[src/hdl/rqss_pkg.sv]
package rqss_pkg;

  typedef enum logic [1:0] {
    FN_APPEND = 2'd0,
    FN_POP    = 2'd1,
    FN_ROTATE = 2'd2,
    FN_REMOVE = 2'd3
  } func_t;

  typedef enum logic [1:0] {
    ST_OK       = 2'd0,
    ST_EMPTY    = 2'd1,
    ST_FULL     = 2'd2,
    ST_NOTFOUND = 2'd3
  } status_t;

  typedef struct packed {
    logic [1:0]  func;
    logic [7:0]  proc_id;
    logic [15:0] burst_time;
  } in_item_t;

  typedef struct packed {
    logic [1:0]  status;
    logic [4:0]  count;
    logic [7:0]  head_id;
    logic [7:0]  tail_id;
    logic [7:0]  shortest_id;
    logic [15:0] shortest_burst;
  } out_item_t;

  typedef enum logic [2:0] {
    S_IDLE,
    S_FIND,
    S_SHIFT,
    S_PUT,
    S_SCAN,
    S_DONE
  } state_t;

endpackage

[src/hdl/rqss_ram.sv]
module rqss_ram #(
  parameter int WIDTH = 8,
  parameter int DEPTH = 16
) (
  input  logic                     clk,
  input  logic                     we,
  input  logic [$clog2(DEPTH)-1:0] waddr,
  input  logic [WIDTH-1:0]         wdata,
  input  logic [$clog2(DEPTH)-1:0] raddr,
  output logic [WIDTH-1:0]         rdata
);
  logic [WIDTH-1:0] mem [DEPTH];

  always_ff @(posedge clk) begin
    if (we) begin
      mem[waddr] <= wdata;
    end
    rdata <= mem[raddr];
  end
endmodule

[src/hdl/ready_queue_with_shortest_select_core.sv]
// channel | valid     | ready     | payload
// input   | in_valid  | in_ready  | in_item  (func, proc_id, burst_time)
// result  | out_valid | out_ready | out_item (status, count, ids, shortest)
//
// one item at a time; the queue lives in a circular ram (head pointer + count)
// append/pop/rotate: update head/count (append and rotate write the tail entry), then scan the ram
// remove by id: search up to count reads, then shift later entries down one place, each read then written
// worst case is remove (search, shift, then scan), limited by the single ram read port
// reset (rst_n low, synchronous) empties the queue; ram contents are not cleared
// a stalled result holds in out_item until taken; in_ready waits for it
module ready_queue_with_shortest_select_core #(
  parameter int DEPTH      = 16,
  parameter int BURST_BITS = 16
) (
  input  logic                clk,
  input  logic                rst_n,
  input  logic                in_valid,
  output logic                in_ready,
  input  rqss_pkg::in_item_t  in_item,
  output logic                out_valid,
  input  logic                out_ready,
  output rqss_pkg::out_item_t out_item
);
  import rqss_pkg::*;

  localparam int AW = $clog2(DEPTH);
  localparam int CW = $clog2(DEPTH + 1);
  localparam int EW = 8 + BURST_BITS;

  state_t         state_r, state_nxt;
  logic [AW-1:0]  head_r, head_nxt;
  logic [CW-1:0]  cnt_r, cnt_nxt;
  logic [CW-1:0]  idx_r, idx_nxt;      // logical position being worked on
  logic           pend_r, pend_nxt;    // a read is in flight (for idx_r-1 in find and scan)
  logic [1:0]     func_r, func_nxt;
  logic [7:0]     pid_r, pid_nxt;
  logic [BURST_BITS-1:0] bt_r, bt_nxt;
  logic [1:0]     stat_r, stat_nxt;
  logic [7:0]     hid_r, hid_nxt, tid_r, tid_nxt, sid_r, sid_nxt;
  logic [BURST_BITS-1:0] sb_r, sb_nxt;
  logic           sv_r, sv_nxt;        // shortest holds a value
  logic           ov_r, ov_nxt;

  logic           we;
  logic [AW-1:0]  waddr, raddr;
  logic [EW-1:0]  wdata, rdata;
  logic [7:0]     rd_id;
  logic [BURST_BITS-1:0] rd_bt;

  rqss_ram #(.WIDTH(EW), .DEPTH(DEPTH)) u_ram (
    .clk(clk), .we(we), .waddr(waddr), .wdata(wdata), .raddr(raddr), .rdata(rdata)
  );

  assign rd_id = rdata[EW-1 -: 8];
  assign rd_bt = rdata[BURST_BITS-1:0];

  // logical position to physical address
  function automatic logic [AW-1:0] phys(logic [AW-1:0] h, logic [CW-1:0] p);
    logic [AW:0] s;
    s = {1'b0, h} + {1'b0, p[AW-1:0]};
    if (s >= (AW+1)'(DEPTH)) s = s - (AW+1)'(DEPTH);
    return s[AW-1:0];
  endfunction

  assign in_ready  = (state_r == S_IDLE) && !ov_r;
  assign out_valid = ov_r;

  always_ff @(posedge clk) begin
    if (!rst_n) begin
      state_r <= S_IDLE;
      head_r  <= '0;
      cnt_r   <= '0;
      ov_r    <= 1'b0;
      pend_r  <= 1'b0;
    end else begin
      state_r <= state_nxt;
      head_r  <= head_nxt;
      cnt_r   <= cnt_nxt;
      ov_r    <= ov_nxt;
      pend_r  <= pend_nxt;
    end
    idx_r  <= idx_nxt;
    func_r <= func_nxt;
    pid_r  <= pid_nxt;
    bt_r   <= bt_nxt;
    stat_r <= stat_nxt;
    hid_r  <= hid_nxt;
    tid_r  <= tid_nxt;
    sid_r  <= sid_nxt;
    sb_r   <= sb_nxt;
    sv_r   <= sv_nxt;
  end

  always_comb begin
    state_nxt = state_r;
    head_nxt  = head_r;
    cnt_nxt   = cnt_r;
    idx_nxt   = idx_r;
    pend_nxt  = 1'b0;
    func_nxt  = func_r;
    pid_nxt   = pid_r;
    bt_nxt    = bt_r;
    stat_nxt  = stat_r;
    hid_nxt   = hid_r;
    tid_nxt   = tid_r;
    sid_nxt   = sid_r;
    sb_nxt    = sb_r;
    sv_nxt    = sv_r;
    ov_nxt    = ov_r;
    we        = 1'b0;
    waddr     = phys(head_r, idx_r);
    wdata     = {pid_r, bt_r};
    raddr     = phys(head_r, idx_r);
    if (ov_r && out_ready) ov_nxt = 1'b0;
    unique case (state_r)
      S_IDLE: begin
        if (in_valid && in_ready) begin
          func_nxt = in_item.func;
          pid_nxt  = in_item.proc_id;
          bt_nxt   = BURST_BITS'(in_item.burst_time);
          stat_nxt = ST_OK;
          idx_nxt  = '0;
          state_nxt = S_SCAN;
          case (func_t'(in_item.func))
            FN_APPEND: begin
              if (cnt_r == CW'(DEPTH)) stat_nxt = ST_FULL;
              else state_nxt = S_PUT;
            end
            FN_POP: begin
              if (cnt_r == '0) stat_nxt = ST_EMPTY;
              else begin
                head_nxt = phys(head_r, CW'(1));
                cnt_nxt  = cnt_r - 1'b1;
              end
            end
            FN_ROTATE: begin
              // head moves to tail: read it then rewrite at old head + count
              if (cnt_r == '0) stat_nxt = ST_EMPTY;
              else if (cnt_r != CW'(1)) begin
                raddr = head_r;
                pend_nxt = 1'b1;
                state_nxt = S_PUT;
              end
            end
            default: begin
              if (cnt_r == '0) stat_nxt = ST_EMPTY;
              else begin
                raddr = head_r;
                idx_nxt = CW'(1);
                pend_nxt = 1'b1;
                state_nxt = S_FIND;
              end
            end
          endcase
        end
      end
      S_PUT: begin
        // append writes item at tail; rotate writes read head at tail
        we    = 1'b1;
        waddr = phys(head_r, cnt_r);
        if (func_t'(func_r) == FN_ROTATE) begin
          wdata    = rdata;
          head_nxt = phys(head_r, CW'(1));
        end else begin
          cnt_nxt  = cnt_r + 1'b1;
        end
        idx_nxt   = '0;
        state_nxt = S_SCAN;
      end
      S_FIND: begin
        // rdata is entry idx_r-1
        if (rd_id == pid_r) begin
          idx_nxt = idx_r - 1'b1;   // position to fill
          state_nxt = S_SHIFT;
        end else if (idx_r == cnt_r) begin
          stat_nxt = ST_NOTFOUND;
          idx_nxt = '0;
          state_nxt = S_SCAN;
        end else begin
          raddr = phys(head_r, idx_r);
          idx_nxt = idx_r + 1'b1;
          pend_nxt = 1'b1;
        end
      end
      S_SHIFT: begin
        // move entry idx_r+1 into idx_r; read then write
        if (idx_r + 1'b1 >= cnt_r) begin
          cnt_nxt = cnt_r - 1'b1;
          idx_nxt = '0;
          state_nxt = S_SCAN;
        end else if (!pend_r) begin
          raddr = phys(head_r, idx_r + 1'b1);
          pend_nxt = 1'b1;
        end else begin
          we    = 1'b1;
          waddr = phys(head_r, idx_r);
          wdata = rdata;
          idx_nxt = idx_r + 1'b1;
        end
      end
      S_SCAN: begin
        // issue read of idx_r, consume read of idx_r-1
        if (idx_r == '0) begin
          sv_nxt = 1'b0;
          hid_nxt = '0; tid_nxt = '0; sid_nxt = '0; sb_nxt = '0;
        end
        if (pend_r) begin
          if (idx_r == CW'(1)) hid_nxt = rd_id;
          tid_nxt = rd_id;
          if (!sv_r || rd_bt < sb_r) begin
            sid_nxt = rd_id;
            sb_nxt  = rd_bt;
            sv_nxt  = 1'b1;
          end
        end
        if (idx_r < cnt_r) begin
          raddr = phys(head_r, idx_r);
          idx_nxt = idx_r + 1'b1;
          pend_nxt = 1'b1;
        end else begin
          state_nxt = S_DONE;
        end
      end
      S_DONE: begin
        ov_nxt = 1'b1;
        state_nxt = S_IDLE;
      end
      default: state_nxt = S_IDLE;
    endcase
  end

  always_comb begin
    out_item                = '0;
    out_item.status         = stat_r;
    out_item.count          = 5'(cnt_r);
    out_item.head_id        = hid_r;
    out_item.tail_id        = tid_r;
    out_item.shortest_id    = sid_r;
    out_item.shortest_burst = 16'(sb_r);
  end

  a_cnt_max: assert property (@(posedge clk) disable iff (!rst_n)
    cnt_r <= CW'(DEPTH)) else $error("count beyond depth");
  a_ready_idle: assert property (@(posedge clk) disable iff (!rst_n)
    in_ready |-> state_r == S_IDLE) else $error("ready outside idle");
  a_done_out: assert property (@(posedge clk) disable iff (!rst_n)
    state_r == S_DONE |=> out_valid) else $error("result not raised");
  a_cnt_step: assert property (@(posedge clk) disable iff (!rst_n)
    (in_valid && in_ready) |=> cnt_r == $past(cnt_r) || cnt_r == $past(cnt_r) - 1'b1
    || state_r == S_PUT) else $error("count jumped");
endmodule
[config.mk]
export PLATFORM = sky130hd
export DESIGN_NAME = ready_queue_with_shortest_select_core
export DESIGN_NICKNAME = d
export VERILOG_FILES = /design/src/hdl/rqss_pkg.sv /design/src/hdl/rqss_ram.sv /design/src/hdl/ready_queue_with_shortest_select_core.sv
export SDC_FILE = /design/constraint.sdc
export NUM_CORES = 1
export LEC_CHECK = 0
export BUFFER_PORTS_ARGS = -buffer_cell sky130_fd_sc_hd__buf_2
export CORE_ASPECT_RATIO = 0.8
export CORE_MARGIN = 8
export CORE_UTILIZATION = 45
export CTS_CLUSTER_DIAMETER = 60
export CTS_CLUSTER_SIZE = 10
export DETAILED_ROUTE_END_ITERATION = 8
export PLACE_DENSITY = 0.58
export SYNTH_ARGS = -nofsm -noshare
export SYNTH_HDL_FRONTEND = slang
export SYNTH_HIERARCHICAL = 1
export SYNTH_SLANG_ARGS = --single-unit
[constraint.sdc]
create_clock -name clk -period 5.3 [get_ports clk]
set_input_delay 0.795 -clock clk [delete_from_list [all_inputs] [get_ports clk]]
set_output_delay 0.795 -clock clk [all_outputs]
set_load 0.01 [all_outputs]
; Word level (Yosys, flattened, before mapping)
; Memories as Yosys holds them, arrays and structs flattened. A register that Yosys moved wholly into a read port is not among the register bits.
; Cells that the tools add are included.
[word_totals]
romBits = 0
reg_bits = 88
word_cells = 172
output_inout_bits = 49
ramBits = 384
latchBits = 0
inputBits = 30
memories = 1
[op_classes]
n_shift = 0
mux = 87
n_bitwise = 0
div = 0
n_addsub = 12
reduce_logical = 25
magnitude_cmp = 7
n_eq_ne = 25
mul = 0
[mem_list]
columns = name, depth, word_bits, read_ports, rd_clocked_by_memory_dff, write_ports, line
row1 = u_ram.mem, 16, 24, 1, 1, 1, rqss_ram.sv:12  ; logic [WIDTH-1:0] mem [DEPTH];
[op_table]
columns = op, count
row1 = 24-bit 2-to-1 mux, 3
row2 = 8-bit 2-to-1 mux, 8
row3 = 4-bit 2-to-1 mux, 15
row4 = 5-bit 2-to-1 mux, 11
row5 = 16-bit 2-to-1 mux, 3
row6 = 24-bit case mux with 2 select lines, 1
row7 = 3-bit 2-to-1 mux, 9
row8 = 5-bit case mux with 5 select lines, 1
row9 = 4-bit case mux with 2 select lines, 3
row10 = 1-bit 2-to-1 mux, 21
row11 = "5-bit greater-or-equal comparator, second input constant", 4
row12 = 16-bit < comparator, 1
row13 = "2-bit != test, second input constant", 8
row14 = "4-bit by 1-bit subtractor with 4-bit output, second input constant", 4
row15 = 4-bit by 4-bit adder with 5-bit output, 3
row16 = 3-bit case mux with 5 select lines, 1
row17 = 5-bit case mux with 3 select lines, 1
row18 = 4-bit AND reduction, 3
row19 = "5-bit by 1-bit adder with 5-bit output, second input constant", 2
row20 = 5-bit logical NOT, 2
row21 = 2-bit 2-to-1 mux, 5
row22 = "5-bit by 1-bit subtractor with 5-bit output, second input constant", 2
row23 = 3-bit case mux with 3 select lines, 1
row24 = 8-bit equality test, 1
row25 = 30 further kinds, 43

; Depth between registers and ports, before layout
; Gate-level depths: netlist of the first run.
[logic_depth]
ltp_word = 8
ltp_mapped = 15
depth_no_buf = 12

; Cells and area by module
; The synthesis of the first run kept the hierarchy.
[by_module_without_submodules]
columns = mod, n_inst, area_per_inst_um2, seq_area_each_um2, cells_per_inst
row1 = rqss_ram, 1, 14930.6, 12011.5, 636
row2 = ready_queue_with_shortest_select_core, 1, 5347.6, 2502.4, 481

; Worst setup path before layout of the first run
; Ideal clock, no wire load.
[synth_timing]
path_kind = register -> register
startpoint = register idx_r[0]
endpoint = memory u_ram/mem[0][0] in the netlist's numbering, enable pin
path_stages_with_launch = 11
path_slack_ns = 0.754
period_less_slack_ns = 4.546
setup_time_ns = 0.435
n_path_buf = 0
t_arrival_ns = 4.111
path_cell_list = edfxtp_1 > ha_1 > xor2_1 > ha_1 > a21oi_1 > o21ai_0 > a31oi_1 > a21oi_1 > nor2_1 > or3b_2 > nor3_1
[synth_between]
elab_chain_cells = 6
word_cells_on_any_way = 11
classes_between = add/sub (3) / order compare (2) / mux (6)
[synth_rtl]
columns = item, line
row1 = start: declaration, ready_queue_with_shortest_select_core.sv:33  ; logic [CW-1:0] idx_r, idx_nxt;
row2 = start signal: assignment, ready_queue_with_shortest_select_core.sv:82  ; idx_r <= idx_nxt;
row3 = 5-bit by 1-bit adder with 5-bit output, ready_queue_with_shortest_select_core.sv:187  ; if (idx_r + 1'b1 >= cnt_r) begin
row4 = 5-bit greater-or-equal comparator, ready_queue_with_shortest_select_core.sv:187
row5 = 1-bit 2-to-1 mux, ready_queue_with_shortest_select_core.sv:187
row6 = 1-bit case mux with 2 select lines, ready_queue_with_shortest_select_core.sv:115  ; unique case (state_r)
row7 = net we, ready_queue_with_shortest_select_core.sv:44  ; logic we;
row8 = 1-bit 2-to-1 mux, rqss_ram.sv:15  ; if (we) begin
row9 = 1-bit 2-to-1 mux (implied by the code), rqss_ram.sv:16  ; mem[waddr] <= wdata;
row10 = end: declaration, rqss_ram.sv:12
; The timed path passes the listed nets, and every way through them passes these cells.

; Worst setup path after layout of the first run
[layout_timing]
startpoint = register idx_r[0]
endpoint = register u_ram.rdata[18] (read register of u_ram.mem)
[layout_between]
elab_chain_cells = 8
word_cells_on_any_way = 18
classes_between = add/sub (5) / order compare (3) / mux (10)
[layout_rtl]
columns = item, line
row1 = branches (longest 7 deep; another with 5-bit by 1-bit adder with 5-bit output), n/a
row2 = 4-bit case mux with 2 select lines *, ready_queue_with_shortest_select_core.sv:115
row3 = net raddr[0], ready_queue_with_shortest_select_core.sv:45  ; logic [AW-1:0] waddr, raddr;
row4 = end: declaration, rqss_ram.sv:10  ; output logic [WIDTH-1:0] rdata
; Mark *: on every way through the listed nets, which the timed path passes.
; A chain may end at the register's enable or synchronous reset.

==> results of run 1 <==
## cell type report
type,instances,area (sq um),area share
Sequential cell,496,14500,0.625
Tap cell,603,754,0.0325
Inverter,37,144,0.00620
Timing Repair Buffer,108,641,0.0276
Multi-Input combinational cell,534,5520,0.238
Clock inverter,4,58.8,0.00253
Clock buffer,91,1580,0.0679
## power groups by stage
| stage | combinational (mW) | sequential (mW) | clock [mW] |
|---|---|---|---|
| 2_1_floorplan | 3.19 | 5.24 | 0 |
| 3_3_place_gp | 4.26 | 5.44 | 0 |
| 3_5_place_dp | 4.31 | 5.44 | 0 |
| 4_1_cts | 4.33 | 5.36 | 3.59 |
| 5_1_grt | 4.71 | 5.40 | 3.73 |
| 6_report | 4.27 | 5.37 | 3.52 |
## per-layer routing
metal | GRT usage | wire length [um]
met5 | 0 | 0
met4 | 0.0462 | 949
met3 | 0.0367 | 3120
met2 | 0.275 | 21000
met1 | 0.277 | 22900
## flip-flops by register name, indices dropped and copies added, names as in the netlist
| name | flops |
|---|---|
| u_ram/mem | 384 |
| u_ram/rdata | 24 |
| bt_r | 16 |
| sb_r | 16 |
| hid_r | 8 |
| pid_r | 8 |
| sid_r | 8 |
| tid_r | 8 |
| cnt_r | 5 |
| idx_r | 5 |
| head_r | 4 |
| state_r | 3 |
| func_r | 2 |
| stat_r | 2 |
| out_valid | 1 |
| pend_r | 1 |
| sv_r | 1 |
## metrics by stage
step                      hold WS (ns)  instance area, sq um   util
final                            0.363                 23200  0.522
after global placement           0.520                 21600  0.485
after detailed placement         0.533                 21600  0.485
after global routing             0.336                 23200  0.522
after floorplan                  0.506                 20300      -
after CTS                        0.329                 23200  0.522
## logic make-up after synthesis
| family | synth area share |
|---|---|
| mux | 0.123 |
| buf+inv | 0.0195 |
| compound gates | 0.0626 |
| fa+ha+maj | 0.0295 |
| xor+xnor | 0.0104 |
| simple gates | 0.0394 |
| flops | 0.716 |
## placed cells by master (no fill, tap or decap), types with 33 or more instances in the layout
cell type,count
a22oi_1,48
nand2_1,50
clkbuf_16,58
dfxtp_1,38
mux4_2,96
edfxtp_1,458
ha_1,43
clkbuf_1,33
buf_2,78
inv_1,35
## path summary, 6_finish.rpt
check | from | slack (ns) | depth (start not counted) | endpoint
max | idx_r[0] | 0.94 | 12 | u_ram/rdata[18]
min | in_item[23] | 0.36 | 1 | pid_r[7]
max reg2reg | idx_r[0] | 0.94 | 12 | u_ram/rdata[18]
min reg2reg | cnt_r[4] | 0.55 | 2 | cnt_r[4]
==> flow_metrics.py, run 1 <==
metrics = {
    "outcome": {
        "status": "complete, no violations",
    },
    "synth": {
        "synthCells": 1117,
        "syn_area_sq_um": 20300,
        "synth_nets": 1193,
        "seq_area_frac_synth": 0.716,
        "yosysTopAreaCell": "edfxtp_1",
        "ys_ff_latch": 496,
        "ys.flop_type": "edfxtp_1",
        "yosys.cell_types.count": 61,
        "yosys_warnings": 6,
        "synth_most_common_cell": "edfxtp_1",
        "synthArstFlopShare": 0,
        "synth_edf_count": 458,
        "synthTopCellsByArea": "edfxtp_1 68%, mux4_2 11%, dfxtp_1 3.8%, ha_1 2.7%, a22oi_1 1.8%",
        "synthTopCellsByCount": "458 x edfxtp_1, 96 x mux4_2, 50 x nand2_1, 48 x a22oi_1, 43 x ha_1",
        "synth_top_area_frac": 0.678,
        "syn_avg_cell_area_sq_um": 18.2,
    },
    "sta": {
        "relSlewSlack": 0.281,
        "finalCritPeriodShare": 0.823,
        "tns_ns": 0,
        "tightest_slew_ns": 1.08,
        "slew_viol_final": 0,
        "rsz0062_at_grt": "no",
        "fin_skew_ns": 0.0165,
        "min_period_ns": 4.36,
        "finalWorstSetupSlack_ns": 0.939,
        "timing.final.hold_violations": 0,
        "setup-violations-final": 0,
        "fmax_mhz": 229,
    },
    "global_routing": {
        "antenna_found_initial": 0,
        "grt_max_degree": 68,
        "grt_pass1_vias": 10900,
        "overflow": 0,
        "track_usage": 0.185,
        "grt_pass1_wl_um": 71300,
    },
    "pwr": {
        "leakage_nw": 7.88,
        "power.density_nw_per_um2": 567,
        "internal_power_mw": 8.86,
        "ir_worst_vdd_mv": 0.317,
        "seq_power_share": 0.408,
        "clkPwrFrac": 0.267,
        "finalPower_mw": 13.2,
        "power.switching_mw": 4.30,
        "p_comb_frac": 0.325,
        "sw_frac_of_total": 0.327,
    },
    "critical_path": {
        "max_stage_delay_ns": 0.56,
        "path_class": "reg -> reg",
        "crit_top_cell": "ha_1",
        "cp_top_family": "compound AO/OA/AOI/OAI gates",
        "crit_path_cell_trace": "ha_1 -> nand3_1 -> xnor2_1 -> ha_1 -> a21o_1 -> a311o_1 -> nor2_1 -> a221o_4 -> buf_12 -> mux4_2 -> a22oi_1 -> nand2_1",
        "cp.required_ns": 5.79,
        "worstPathArrival_ns": 4.85,
        "crit_fanout": 55,
        "crit_slowest_cell": "mux4_2",
        "crit_path_start_kind": "register",
        "end_kind": "register",
        "path_buf_inv": 1,
    },
    "finish": {
        "fin_nets": 1309,
        "instances_no_fill": 1873,
        "syn2layout_area_growth_pct": 14.4,
        "nFillCells": 3511,
        "n_antenna_cell": 0,
        "drive_above_1_share": 0.255,
    },
    "clock_tree": {
        "clk_pin_slew_ns": 0.06,
        "ctsHoldBuffers": 0,
        "cts-root-buf": "clkbuf_16",
        "htreeDepth": 2,
        "post_cts_buffers": 0,
        "cts.sinks": 496,
        "cts_buffers": 56,
        "clock_path_buffers": 3,
        "clk_latency_ns": 0.61,
        "post_cts_resized": 0,
        "cts_tree": "built",
    },
    "routing": {
        "ant_nets": 0,
        "finalWirelength_um": 48000,
        "drt_first_pass_iters": 5,
        "drt_first_iter_violations": 911,
        "wire_per_inst_um": 25.6,
        "drc": 0,
        "vias_per_cell": 5.76,
        "dr_total_vias": 10800,
    },
    "placed_design": {
        "numPortBuffers": 78,
        "dp_slack_ns": 0.958,
        "place_hpwl_um": 27800,
        "dp.cells": 1778,
        "place.gp.congestion": 0.810,
    },
    "floorplanning": {
        "fp-row-count": 69,
        "ioPinCount": 79,
        "start_util": 0.456,
        "die_h_um": 206,
        "die-width_um": 253,
        "core_area_sq_um": 44500,
        "die_area_sq_um": 52200,
    },
    "job": {
        "drv_cap": 0,
    },
    "hold_path": {
        "hold_path.class": "in -> reg",
    },
}
Note: power is estimated with default switching activity, not from simulation.
==> inputs of run 2 (changes only) <==
--- a/config.mk
+++ b/config.mk
@@ -12,7 +12,7 @@
 export CTS_CLUSTER_DIAMETER = 60
 export CTS_CLUSTER_SIZE = 10
 export DETAILED_ROUTE_END_ITERATION = 8
-export PLACE_DENSITY = 0.58
+export PLACE_DENSITY = 0.6
 export SYNTH_ARGS = -nofsm -noshare
 export SYNTH_HDL_FRONTEND = slang
 export SYNTH_HIERARCHICAL = 1
==> constraint.sdc (replaced) <==
create_clock -name clk -period 3.7 [get_ports clk]
set_input_delay 0.555 -clock clk [delete_from_list [all_inputs] [get_ports clk]]
set_output_delay 0.555 -clock clk [all_outputs]
set_load 0.01 [all_outputs]
==> flow_metrics.py, run 2 (synthesis gave the netlist of run 1 again) <==
metrics = {
    "placed_design": {
        "numPortBuffers": 78,
        "place.gp.congestion": 0.827,
        "dp.cells": 1826,
        "place_hpwl_um": 29700,
        "placed_cell_area_sq_um": 22100,
    },
    "clock_tree": {
        "cts_buffers": 56,
        "htreeDepth": 2,
        "clk_pin_slew_ns": 0.06,
        "clk_latency_ns": 0.60,
        "cts.sinks": 496,
        "clock_path_buffers": 3,
        "cts_tree": "built",
        "cts-root-buf": "clkbuf_16",
    },
    "routing": {
        "dr_total_vias": 11000,
        "ant_nets": 0,
        "wl_met1_um": 22100,
        "drt_first_iter_violations": 993,
        "drc": 0,
        "wl_met3_um": 3190,
        "finalWirelength_um": 48700,
        "wire_per_inst_um": 25.1,
        "wl_met2_um": 22500,
        "top_layer": "met4",
        "drt_first_pass_iters": 5,
        "vias_per_cell": 5.66,
    },
    "floorplanning": {
        "core_area_sq_um": 44500,
        "ioPinCount": 79,
        "die_h_um": 206,
        "die-width_um": 253,
        "fp-row-count": 69,
        "die_area_sq_um": 52200,
        "start_util": 0.456,
    },
    "outcome": {
        "status": "complete, no violations",
    },
    "finish": {
        "multi_input_area_sq_um": 5690,
        "drive_above_1_share": 0.305,
        "layout_commonest_cell": "edfxtp_1",
        "instances_no_fill": 1941,
        "final_util": 0.542,
        "top_register": "u_ram/mem",
        "reg_top3": "u_ram/mem: 384 flops, u_ram/rdata: 24 flops",
        "stdcell_area_sq_um": 24100,
        "regArea_sq_um": 14500,
        "nFillCells": 3480,
        "mostFrequentLayoutCells": "458 x edfxtp_1, 96 x mux4_2, 78 x buf_2, 69 x buf_4, 59 x clkbuf_16",
        "syn2layout_area_growth_pct": 18.7,
        "fin_nets": 1370,
        "largest_reg_flops": 384,
    },
    "sta": {
        "fmax_mhz": 273,
        "tightest_slew_ns": 1.01,
        "rsz0062_at_grt": "yes",
        "fin_skew_ns": 0.0185,
        "setup-violations-final": 0,
        "hold_slack_ns": 0.133,
        "finalCritPeriodShare": 0.992,
        "relSlewSlack": 0.326,
        "slew_viol_final": 0,
        "timing.final.hold_violations": 0,
        "min_period_ns": 3.67,
    },
    "pwr": {
        "finalPower_mw": 19.9,
        "sw_frac_of_total": 0.326,
        "ir_worst_vdd_mv": 0.444,
        "clkPwrFrac": 0.255,
        "leakage_nw": 8.28,
        "power.density_nw_per_um2": 824,
        "p_comb_frac": 0.361,
        "internal_power_mw": 13.4,
        "seq_power_share": 0.383,
        "power.switching_mw": 6.48,
    },
    "critical_path": {
        "reg2reg_depth": 14,
        "crit_fanout": 12,
        "rrSetupSlack_ns": 0.03,
        "r2r_end": "u_ram/rdata[0]",
        "worstPathArrival_ns": 4.15,
        "crit_path_start_kind": "register",
        "end_kind": "register",
        "r2r_start": "idx_r[1]",
        "cp.required_ns": 4.18,
        "path_class": "reg -> reg",
    },
    "hold_path": {
        "worstHoldPathCells": 1,
        "whs_endpoint": "bt_r[12]",
        "hp-start": "in_item[12]",
        "hold_path.class": "in -> reg",
    },
    "global_routing": {
        "track_usage": 0.185,
        "antenna_found_initial": 1,
        "grt_max_degree": 53,
        "grt_pass1_wl_um": 71100,
        "grt_pass1_vias": 10800,
        "overflow": 0,
    },
    "job": {
        "drv_cap": 0,
    },
}
run 2: cell types whose count changed in the layout (fill, tap and decap cells not counted), sizes merged:
| cell | before | now |
|---|---|---|
| clkinv | 3 | 1 |
| diode | 0 | 2 |
| clkbuf | 91 | 97 |
| a221o | 3 | 4 |
| inv | 37 | 38 |
| clkinvlp | 0 | 1 |
| buf | 108 | 166 |
| bufinv | 1 | 2 |
run 2: worst max-delay path by stage:
stage	to	from	cells after the start	slack, ns
2_1_floorplan	u_ram/mem[1][0]	idx_r[0]	10	-0.21
3_3_place_gp	u_ram/rdata[14]	idx_r[0]	13	-0.04
3_5_place_dp	u_ram/rdata[4]	idx_r[0]	13	-0.09
4_1_cts	u_ram/rdata[14]	idx_r[0]	13	0.03
5_1_grt	u_ram/rdata[5]	idx_r[1]	14	-0.08
6_report	u_ram/rdata[0]	idx_r[1]	14	0.03
run 2: power by group through the flow:
stage | logic (mW) | clock network [mW] | registers (mW)
floorplan | 4.59 | 0 | 7.50
global placement | 6.66 | 0 | 7.71
detailed placement | 6.71 | 0 | 7.71
CTS | 6.77 | 5.19 | 7.60
global route | 7.80 | 5.40 | 7.67
finish | 7.17 | 5.07 | 7.61
run 2: worst max-delay path: stages, from the launching register on:
cell and delay, ns:
edfxtp_1 0.44, ha_4 0.21, xor2_2 0.22, ha_1 0.29, a21oi_1 0.14, o21ai_1 0.10
a311o_1 0.36, o21ai_2 0.22, a21oi_4 0.10, a221o_4 0.43, buf_12 0.17, clkbuf_16 0.18
mux4_2 0.42, a22oi_1 0.20, nand2_1 0.07
run 2: final cells by class:
type	count	area share
antenna	2	0.000208
clock buffer	95	0.0652
clock inverter	5	0.00353
inverter	37	0.00598
multi-input combinational	535	0.236
sequential	496	0.603
tap	603	0.0313
timing repair buffer	168	0.0548
run 2: per-layer routing:
metal  track usage  up-vias
met2         0.293      381
met4        0.0433        0
met1         0.267     5659
met5             0        -
met3        0.0343       66
li1              -     4873
run 2: stage by stage:
step	setup slack, ns	setup TNS, ns
after floorplan	-0.210	-15.13
after global placement	-0.0372	-0.186
after detailed placement	-0.0916	-0.811
after CTS	0.0285	0
after global routing	-0.0790	-0.876
final	0.0306	0
run 2: timing repair:
| item | 4_1_cts | 5_1_grt |
|---|---|---|
| gates resized for setup | 3 | 29 |
| pin swaps | 1 | 10 |
| endpoints found under the setup margin | 24 | 152 |
| hold buffers | 0 | 0 |
| buffers inserted | 2 | 8 |
| gates cloned | 0 | 3 |
